### config.mk
export PLATFORM = sky130hd
export DESIGN_NAME = iwcf_rng
export DESIGN_NICKNAME = d
export VERILOG_FILES = /design/src/iwcf_pkg.sv /design/src/iwcf_rng.sv
export SDC_FILE = /design/constraint.sdc
export NUM_CORES = 1
export LEC_CHECK = 0
export BUFFER_PORTS_ARGS = -buffer_cell sky130_fd_sc_hd__buf_4
export CAP_MARGIN = 20
export CELL_PAD_IN_SITES_DETAIL_PLACEMENT = 1
export CELL_PAD_IN_SITES_GLOBAL_PLACEMENT = 1
export CORE_MARGIN = 2
export CORE_UTILIZATION = 45
export DETAILED_ROUTE_END_ITERATION = 8
export PLACE_DENSITY_LB_ADDON = 0.1
export RECOVER_POWER = 50
export SYNTH_ARGS = -nofsm -noshare
export SYNTH_HDL_FRONTEND = slang
export SYNTH_SLANG_ARGS = --single-unit
### constraint.sdc
create_clock -name clk -period 4 [get_ports clk]
set_clock_uncertainty 0.15 [all_clocks]
set_input_delay 0.4 -clock clk [delete_from_list [all_inputs] [get_ports clk]]
set_output_delay 0.4 -clock clk [all_outputs]
set_load 0.05 [all_outputs]
### src/iwcf_pkg.sv
// Shared types and constants for the Wolff cluster flip block.
`timescale 1ns / 1ps
package iwcf_pkg;

	localparam int IN_COORD_W = 6;
	localparam int SIZE_W = 13;
	localparam int THR_W = 16;
	localparam int RNG_W = 32;
	localparam int CFG_DATA_W = 32;
	localparam int CFG_INDEX_W = 1;

	localparam logic [CFG_INDEX_W-1:0] CFG_ACCEPT_THRESHOLD = 1'b0;
	localparam logic [CFG_INDEX_W-1:0] CFG_RNG_SEED = 1'b1;

	localparam logic [RNG_W-1:0] RNG_RESET = 32'd1;

	typedef enum logic [1:0] {
		OP_WRITE = 2'd0,
		OP_READ  = 2'd1,
		OP_FLIP  = 2'd2
	} op_t;

	typedef enum logic [1:0] {
		DIR_XP = 2'd0,
		DIR_XM = 2'd1,
		DIR_YP = 2'd2,
		DIR_YM = 2'd3
	} dir_t;

	typedef enum logic [3:0] {
		ST_CLEAR,
		ST_IDLE,
		ST_REDUCE,
		ST_EXEC,
		ST_RD_WAIT,
		ST_POP,
		ST_POP_WAIT,
		ST_NB_RD,
		ST_NB_CHK,
		ST_FINISH
	} state_t;

	typedef struct packed {
		logic load;
		logic step;
	} rng_ctrl_t;

endpackage

### src/iwcf_rng.sv
// Xorshift random number generator with seed load and one draw per step.
`timescale 1ns / 1ps
module iwcf_rng import iwcf_pkg::*; (
	input  logic              clk,
	input  logic              arst_n,
	input  rng_ctrl_t         ctrl,
	input  logic [RNG_W-1:0]  seed,
	output logic [THR_W-1:0]  draw
);

	logic [RNG_W-1:0] state_q;
	logic [RNG_W-1:0] v1;
	logic [RNG_W-1:0] v2;
	logic [RNG_W-1:0] v3;

	always_comb begin
		v1 = state_q ^ (state_q << 13);
		v2 = v1 ^ (v1 >> 17);
		v3 = v2 ^ (v2 << 5);
	end

	assign draw = v3[RNG_W-1 -: THR_W];

	always_ff @(posedge clk or negedge arst_n) begin
		if (!arst_n) begin
			state_q <= RNG_RESET;
		end else if (ctrl.load) begin
			state_q <= (seed == '0) ? RNG_RESET : seed;
		end else if (ctrl.step) begin
			state_q <= v3;
		end
	end

endmodule

## Word level (Yosys, flattened, before mapping)

Cells that the tools add are included.
W data, S select, Z words.

| cells by class | value |
|---|---|
| muxes and demuxes | 3 |
| bitwise operators | 3 |
| reductions and logical operators | 2 |

Operators by type and width:

| cell | count |
|---|---|
| $mux W32 | 3 |
| $xor A32 B32 Y32 | 2 |
| $logic_not A32 Y1 | 1 |
| $xor A32 B15 Y32 | 1 |
| $reduce_bool A2 Y1 | 1 |

| storage, ports and cells | value |
|---|---|
| register bits after elaboration | 32 |
| bits of input ports | 36 |
| output and inout bits | 16 |

## Depth between registers and ports, before layout

Gate-level depths: netlist of run 1.

| logic depth | value |
|---|---|
| word-level depth | 5 |
| mapped depth | 5 |
| mapped depth without buffers | 4 |

## Least setup slack after synthesis of run 1

Ideal clock, no wire load.

| path | value |
|---|---|
| path type | flip-flop to output port |
| start | register state_q[5] |
| end | output port draw[7] |
| arrival time | 1572 ps |
| required time | 3450 ps |
| path slack | 1878 ps |
| stages on the path, launching flop included | 3 |
| path through | dfrtp_1 > xnor2_1 > xor2_1 |

| between the ends | value |
|---|---|
| word-level cells in the longest chain between the ends | 3 |

Ends and longest elaborated chain:

| what | RTL line | source |
|---|---|---|
| from (decl) | iwcf_rng.sv:11 | `logic [RNG_W-1:0] state_q;` |
| from (signal assigned) | iwcf_rng.sv:28 | `state_q <= (seed == '0) ? RNG_RESET : seed;` |
| from (signal assigned) | iwcf_rng.sv:30 | `state_q <= v3;` |
| $xor A32 B32 Y32 | iwcf_rng.sv:17 | `v1 = state_q ^ (state_q << 13);` |
| $xor A32 B15 Y32 | iwcf_rng.sv:18 | `v2 = v1 ^ (v1 >> 17);` |
| $xor A32 B32 Y32 | iwcf_rng.sv:19 | `v3 = v2 ^ (v2 << 5);` |
| to (decl) | iwcf_rng.sv:8 | `output logic [THR_W-1:0] draw` |

No other way between the ends.

## Worst setup path in the final report of run 1

| path | value |
|---|---|
| start | input port ctrl[0] (netlist bit) |
| end | register state_q[12] |

| between the ends | value |
|---|---|
| word-level cells in the longest chain between the ends | 1 |

Ends and longest elaborated chain:

| what | RTL line | source |
|---|---|---|
| from (decl) | iwcf_rng.sv:6 | `input rng_ctrl_t ctrl,` |
| $reduce_bool A2 Y1 (no line) | n/a |  |

No other way between the ends.
A chain may end at the register's enable or synchronous reset.

==> flow_summary_export.csv, run 1 <==
group,metric,value,unit
outcome,status,"finished with violations",
outcome,violations,"max-capacitance violations, max-slew violations",
layout,utilization,58.4,%
critical_path,endpoint_kind,"register",
clock_network,clockRootBuffer,"clkbuf_8",
critical_path,max_stage_delay,1.02,ns
placement,place.gp.congestion,0.790,
grt,grt_max_degree,44,
yosys,synth.largest_area_cell,"dfrtp_1",
grt,antenna_found_initial,0,
placement,dp_cells,325,
yosys,synth_nets,254,
detailed_routing,wl_met1,3.03,mm
yosys,synthTopCellsByArea,"dfrtp_1 (35%), xnor3_1 (11%), xnor2_1 (9.0%)",
detailed_routing,top_layer,"met4",
critical_path,cp_slowest_cell,"clkbuf_1",
yosys,netlist_instances,218,
clock_network,clk_pin_slew,0.07,ns
sta,max_freq,0.355,GHz
floorplanning,pin_count,52,
detailed_routing,dr_wl_met3,158,um
detailed_routing,drt_pass1_iterations,4,
yosys,ys_seq_area_share,35.7,%
critical_path,path_cells,"clkbuf_1 -> inv_1 -> or3_1 -> a31oi_1",
clock_network,holdBufCountCts,1,
floorplanning,coreArea,4750,um^2
detailed_routing,drc,0,
critical_path,worstPathRequired,4.06,ns
sta,relSlewSlack,-22.7,%
layout,drive_gt1_share,23.2,%
clock_network,clkLatencyLatePin,0.30,ns
yosys,synth_area,2250,um^2
detailed_routing,ant_nets,0,
yosys,ys_types,22,
floorplanning,die_y,74.7,um
clock_network,cts.htree.levels,2,
sta,final.min_clock_period,2.81,ns
min_path,hold_path_class,"input pin to register",
sta,drv_slew,33,
sta,final.period_utilization,70.3,%
grt,grt.total_usage,26.4,%
run,drv_cap,1,
clock_network,ctsLongestPathBuffers,2,
clock_network,cts-resized-gates,0,
sta,hold_viol_final,0,
yosys,yosys.area.top_type_share,34.5,%
grt,grt_pass1_vias,1976,
detailed_routing,wl,6.61,mm
floorplanning,rows,25,
layout,syn2layout_area_growth,23.6,%
layout,top_register,"state_q",
yosys,yosys_warnings,0,
sta,hold_slack,0.179,ns
detailed_routing,met2_length,3.33,mm
detailed_routing,vias,1838,
clock_network,cts_tree,"done",
clock_network,post-cts-setup-buffer-count,0,
floorplanning,dieArea,5570,um^2
critical_path,critPathKind,"input pin to register",
grt,overflow,0,
clock_network,cts_sinks,32,
layout,top_regs,"state_q (32)",
detailed_routing,wl_per_cell,19.8,um
placement,port_buffers,51,
clock_network,cts_buffers,5,
sta,tns,0,ns
detailed_routing,viasPerCell,5.50,
layout,largest_register_ffs,32,
sta,setup_violations,0,
placement,dp_hpwl,4.86,mm
floorplanning,start_util,47.3,%
sta,rsz0062_at_grt,"no",
sta,tightestPinTransition,1.84,ns
detailed_routing,drtIter0Drc,114,
critical_path,crit_fanout,24,
layout,fin_cells,334,
critical_path,worst_setup_path_start_kind,"input pin",
critical_path,arrival,2.88,ns
yosys,avgSynthCellArea,10.3,um^2
yosys,ys_seq_elements,32,
grt,grt_pass1_wl,10.5,mm
floorplanning,fp.dieW,74.7,um
layout,fin_nets,302,
layout,antenna_cells,0,
## cell usage in the layout, fill, tap and decap left out, types with 11 or more instances in the layout
cell type,synthesis,routed
buf_4,0,49
dfrtp_1,31,31
mux2i_1,16,16
nand2_1,22,22
nor2_1,15,15
o21ai_0,31,31
xnor2_1,23,24
xnor3_1,11,11
xor2_1,10,12
## worst max-delay path, delay by kind of cell
| family | cells | cell delay (ns) |
|---|---|---|
| simple gates | 1 | 0.52 |
| buf+inv | 2 | 1.75 |
| compound gates | 1 | 0.20 |
## final timing paths
path	slack, ns	endpoint	depth (start not counted)	startpoint
setup / recovery	1.19	state_q[12]	4	ctrl[0]
hold / removal	0.18	state_q[26]	3	seed[26]
setup reg to reg	1.80	state_q[7]	4	state_q[11]
hold reg to reg	0.45	state_q[31]	2	state_q[31]
max in group asynchronous	1.64	state_q[21]	2	arst_n
min in group asynchronous	1.00	state_q[24]	2	arst_n
## per-stage QoR
step           worst slack, ns  instance area, um^2
2_1_floorplan             1.88                 2250
3_3_place_gp              2.02                 2670
3_5_place_dp              1.97                 2670
4_1_cts                   1.64                 2810
5_1_grt                  0.973                 2780
6_report                  1.19                 2780
## layout make-up
class	instances	area, um^2
inverter	3	11.3
clock buffer	7	96.3
multi-input combinational	172	1370
clock inverter	1	30.0
sequential	32	802
fill	555	1980
timing repair buffer	52	385
tap	67	83.8
## synthesized netlist by cell type
cell type / n
a21boi_0: 1
xnor2_2: 4
or3_1: 10
xnor2_1: 23
nor2_1: 15
nand4_1: 3
nand2_1: 22
dfrtp_1: 31
xnor3_1: 11
xor3_1: 3
buf_2: 1
nand3_1: 1
xor2_2: 3
nor4_1: 8
a211o_1: 1
o21ai_0: 31
dfstp_2: 1
mux2i_1: 16
clkbuf_1: 10
inv_1: 3
xor2_1: 10
a31oi_1: 10
## kinds of logic after synthesis
family | count (synthesis) | share of synthesized area, %
simple gates | 59 | 12.2
xor+xnor | 54 | 32.1
compound gates | 43 | 10.4
flops | 32 | 35.7
mux | 16 | 7.13
buf+inv | 14 | 2.39
## per-layer routing
layer / vias up / GRT usage (%)
li1: 865 / -
met1: 932 / 35.2
met5: - / 0
met3: 8 / 4.02
met4: 0 / 7.74
met2: 33 / 45.0
Power of run 1 is not shown: default switching activity piles up to over one toggle a cycle in this logic, so the estimate is an artifact.
==> run 2: changes to the inputs <==
CORE_UTILIZATION = 37   (was 45)
clock period = 2.56 ns   (was 4 ns; I/O delays follow)
==> run 2 against run 1 <==
Net effect: the run now ends clean; setup slack got worse by 0.94 ns; final area is 1.4% higher; core utilization decreased by 11 points; die area rose by 20%; critical path depth is 1 lower; cell count grew 3.0%; sequential cell count unchanged; sequential share of layout area fell by 0.39 points; worst hold slack lost 0.14 ns; via count shrank 2.9%; non-clock buffer count grew 2.
==> flow_summary_export.csv, run 2 (synthesis gave the netlist of run 1 again) <==
group,metric,value,unit
critical_path,crit_family,"XOR/XNOR gates",
critical_path,arrival,1.91,ns
layout,layout_commonest_cell,"buf_4",
layout,top_regs,"state_q (32)",
layout,top_register,"state_q",
detailed_routing,viasPerCell,5.19,
floorplanning,rows,28,
detailed_routing,ant_nets,0,
critical_path,crit_fanout,4,
clock_network,clk_pin_slew,0.08,ns
clock_network,clkLatencyLatePin,0.28,ns
floorplanning,fp.dieW,81.9,um
clock_network,ctsLongestPathBuffers,2,
sta,hold_viol_final,0,
critical_path,cp_slowest_cell,"xnor3_1",
layout,largest_register_ffs,32,
detailed_routing,drt_pass1_iterations,4,
layout,drive_gt1_share,24.9,%
sta,tightestPinTransition,0.838,ns
layout,fin_cells,344,
placement,dp_hpwl,4.97,mm
sta,tns,0,ns
detailed_routing,wl_per_cell,18.6,um
layout,antenna_cells,0,
grt,antenna_found_initial,0,
grt,grt_pass1_vias,1928,
placement,place.gp.congestion,0.786,
critical_path,path_cells,"xnor2_1 -> xnor3_1 -> buf_4",
grt,grt_max_degree,43,
min_path,hold_path_class,"input pin to register",
grt,grt.total_usage,21.6,%
detailed_routing,vias,1785,
critical_path,max_stage_delay,0.51,ns
sta,drv_slew,0,
detailed_routing,drc,0,
floorplanning,pin_count,52,
clock_network,post-cts-setup-buffer-count,0,
sta,setup_violations,0,
floorplanning,coreArea,5890,um^2
critical_path,endpoint_kind,"output port",
critical_path,critPathKind,"register to output port",
run,drv_cap,0,
clock_network,cts_sinks,32,
sta,max_freq,0.432,GHz
placement,port_buffers,51,
detailed_routing,wl,6.40,mm
clock_network,cts_tree,"done",
detailed_routing,drtIter0Drc,63,
layout,fin_nets,304,
sta,rsz0062_at_grt,"no",
sta,hold_slack,0.0347,ns
floorplanning,die_y,81.9,um
layout,syn2layout_area_growth,25.3,%
sta,final.period_utilization,90.4,%
clock_network,cts_buffers,5,
critical_path,path_buf_inv,1,
layout,final_cell_mix,"buf_4 (52), o21ai_0 (31), dfrtp_1 (31)",
grt,grt_pass1_wl,10.5,mm
grt,overflow,0,
floorplanning,dieArea,6710,um^2
floorplanning,start_util,38.2,%
critical_path,worst_setup_path_start_kind,"register",
sta,final.min_clock_period,2.31,ns
sta,relSlewSlack,44.1,%
outcome,status,"completed",
clock_network,cts.htree.levels,2,
placement,dp_cells,335,
critical_path,worstPathRequired,2.15,ns
clock_network,clockRootBuffer,"clkbuf_8",
run 2: worst reg2reg max path, cell delays in order, from the launching register on:
cell,delay (ns)
dfrtp_1,0.44
xnor2_1,0.53
xnor3_1,0.45
or3_1,0.32
a31oi_1,0.16
run 2: final timing paths:
kind / from / to / slack, ns / cells after the start
setup reg to reg: state_q[10] / state_q[6] / 0.44 / 4
hold / removal: seed[17] / state_q[17] / 0.03 / 3
min in group asynchronous: arst_n / state_q[20] / 0.45 / 2
setup / recovery: state_q[6] / draw[3] / 0.25 / 3
max in group asynchronous: arst_n / state_q[23] / 1.27 / 2
hold reg to reg: state_q[29] / state_q[29] / 0.44 / 2
run 2: layer usage:
layer	vias up	wire (um)	GRT usage, %
li1	863	-	-
met1	896	2950	29.6
met2	24	3270	35.9
met3	2	168	4.73
met4	0	14	3.00
met5	-	0	0
run 2: final cells by class:
cell class / instances / area, um^2
clock buffers: 7 / 96.3
clock inverters: 1 / 30.0
fillers: 683 / 3070
inverters: 3 / 11.3
multi-input cells: 172 / 1380
flip-flops and latches: 32 / 802
well taps: 75 / 93.8
repair buffers: 54 / 405
run 2: metrics by stage:
stage / instance area, um^2 / util [%] / worst slack (ns)
floorplan: 2250 / - / 0.447
global placement: 2700 / 45.8 / 0.528
detailed placement: 2700 / 45.8 / 0.544
CTS: 2830 / 48.1 / 0.223
global route: 2820 / 47.8 / 0.120
finish: 2820 / 47.8 / 0.246
run 2: what timing repair did:
action,4_1_cts,5_1_grt
endpoints found under the hold margin,31,0
resized for setup,0,0
hold buffers,1,0
Power of run 2 is left out for the same reason.
==> run 3: changes to the inputs <==
CORE_UTILIZATION = 41   (was 37)
clock period = 2.5 ns   (was 2.56 ns; I/O delays follow)
==> run 3 against run 2 <==
Net effect: sequential cell count did not move; critical path type unchanged; largest cell class unchanged; routed wire length fell by 1.0%; die area fell by 9.3%.
==> flow_summary_export.csv, run 3 (synthesis gave the netlist of run 1 again) <==
group,metric,value,unit
run,drv_cap,0,
grt,grt_max_degree,43,
layout,utilization,53.3,%
outcome,status,"completed",
floorplanning,die_y,78.0,um
sta,max_freq,0.448,GHz
layout,multi_input_area,1380,um^2
layout,top_register,"state_q",
layout,antenna_cells,0,
sta,drv_slew,0,
sta,tns,0,ns
sta,hold_viol_final,0,
clock_network,cts_sinks,32,
detailed_routing,drc,0,
floorplanning,rows,26,
floorplanning,start_util,43.2,%
clock_network,cts_tree,"done",
placement,port_buffers,51,
detailed_routing,viasPerCell,5.24,
placement,dp_hpwl,4.78,mm
floorplanning,fp.dieW,78.0,um
placement,place_area,2690,um^2
critical_path,critPathKind,"register to output port",
floorplanning,pin_count,52,
floorplanning,dieArea,6090,um^2
detailed_routing,drtIter0Drc,108,
detailed_routing,ant_nets,0,
placement,place.gp.congestion,0.737,
clock_network,cts.htree.levels,2,
layout,nFillCells,607,
sta,relSlewSlack,43.8,%
grt,antenna_found_initial,0,
layout,final_cell_area,2780,um^2
clock_network,clk_pin_slew,0.09,ns
detailed_routing,met2_length,3.13,mm
detailed_routing,top_layer,"met4",
clock_network,clkLatencyLatePin,0.30,ns
min_path,hold_path_class,"input pin to register",
grt,grt_pass1_vias,1873,
detailed_routing,wl,6.33,mm
clock_network,clockRootBuffer,"clkbuf_8",
clock_network,ctsLongestPathBuffers,2,
sta,tightestPinTransition,0.843,ns
critical_path,worst_setup_path_start_kind,"register",
critical_path,arrival,1.83,ns
critical_path,crit_fanout,4,
detailed_routing,vias,1775,
sta,rsz0062_at_grt,"no",
critical_path,rr_worst_depth,4,
layout,largest_register_ffs,32,
clock_network,cts_buffers,5,
grt,grt.total_usage,22.5,%
grt,overflow,0,
layout,top_regs,"state_q (32)",
clock_network,cts-resized-gates,0,
sta,setup_violations,0,
detailed_routing,wl_met1,2.94,mm
layout,final_cell_mix,"buf_4 (52), o21ai_0 (31), dfrtp_1 (31)",
layout,layout_commonest_cell,"buf_4",
critical_path,endpoint_kind,"output port",
detailed_routing,drt_pass1_iterations,4,
layout,regArea,802,um^2
sta,hold_slack,0.0162,ns
floorplanning,coreArea,5200,um^2
layout,syn2layout_area_growth,23.5,%
layout,drive_gt1_share,24.9,%
grt,grt_pass1_wl,10.4,mm
detailed_routing,wl_per_cell,18.7,um
min_path,hold_depth,3,
sta,final.min_clock_period,2.23,ns
critical_path,worstPathRequired,2.10,ns
sta,final.period_utilization,89.3,%
detailed_routing,dr_wl_met3,196,um
layout,fin_nets,304,
[run 3: cell types whose count changed in the layout (fill, tap and decap cells not counted), sizes merged]
cell      change
clkinv        +1
bufinv        -1
clkinvlp      +2
clkbuf        -2
[run 3: final cells by class]
type,count,share of cell area (%)
clock buffer,5,2.48
clock inverter,3,0.857
inverter,3,0.406
multi-input combinational,172,49.6
sequential,32,28.9
tap,70,3.16
timing repair buffer,54,14.6
[run 3: timing repair]
action                    4_1_cts  5_1_grt
buffers inserted                0        0
hold endpoints to repair       31        0
hold buffers                    1        0
[run 3: per-stage QoR]
stage,instances,setup WS [ns]
5_1_grt,339,0.112
4_1_cts,339,0.252
3_5_place_dp,330,0.450
3_3_place_gp,330,0.457
6_report,339,0.267
2_1_floorplan,218,0.387
[run 3: per-layer routing]
layer  vias up  track usage, %
met5         -               0
met2        30            36.6
met3         4            4.02
met4         0            5.44
li1        860               -
met1       881            31.3
[run 3: path summary, 6_finish.rpt]
check	from	to	slack [ns]
min in group asynchronous	arst_n	state_q[16]	0.42
max in group asynchronous	arst_n	state_q[14]	1.22
setup / recovery	state_q[6]	draw[3]	0.27
setup reg to reg	state_q[10]	state_q[6]	0.39
hold reg to reg	state_q[27]	state_q[27]	0.45
hold / removal	seed[25]	state_q[25]	0.02
[run 3: critical path, stage by stage, from the launching register on]
cell and delay [ns]:
dfrtp_1 0.41, xnor2_1 0.39, xnor3_1 0.53, buf_4 0.21
Power of run 3 is left out for the same reason.
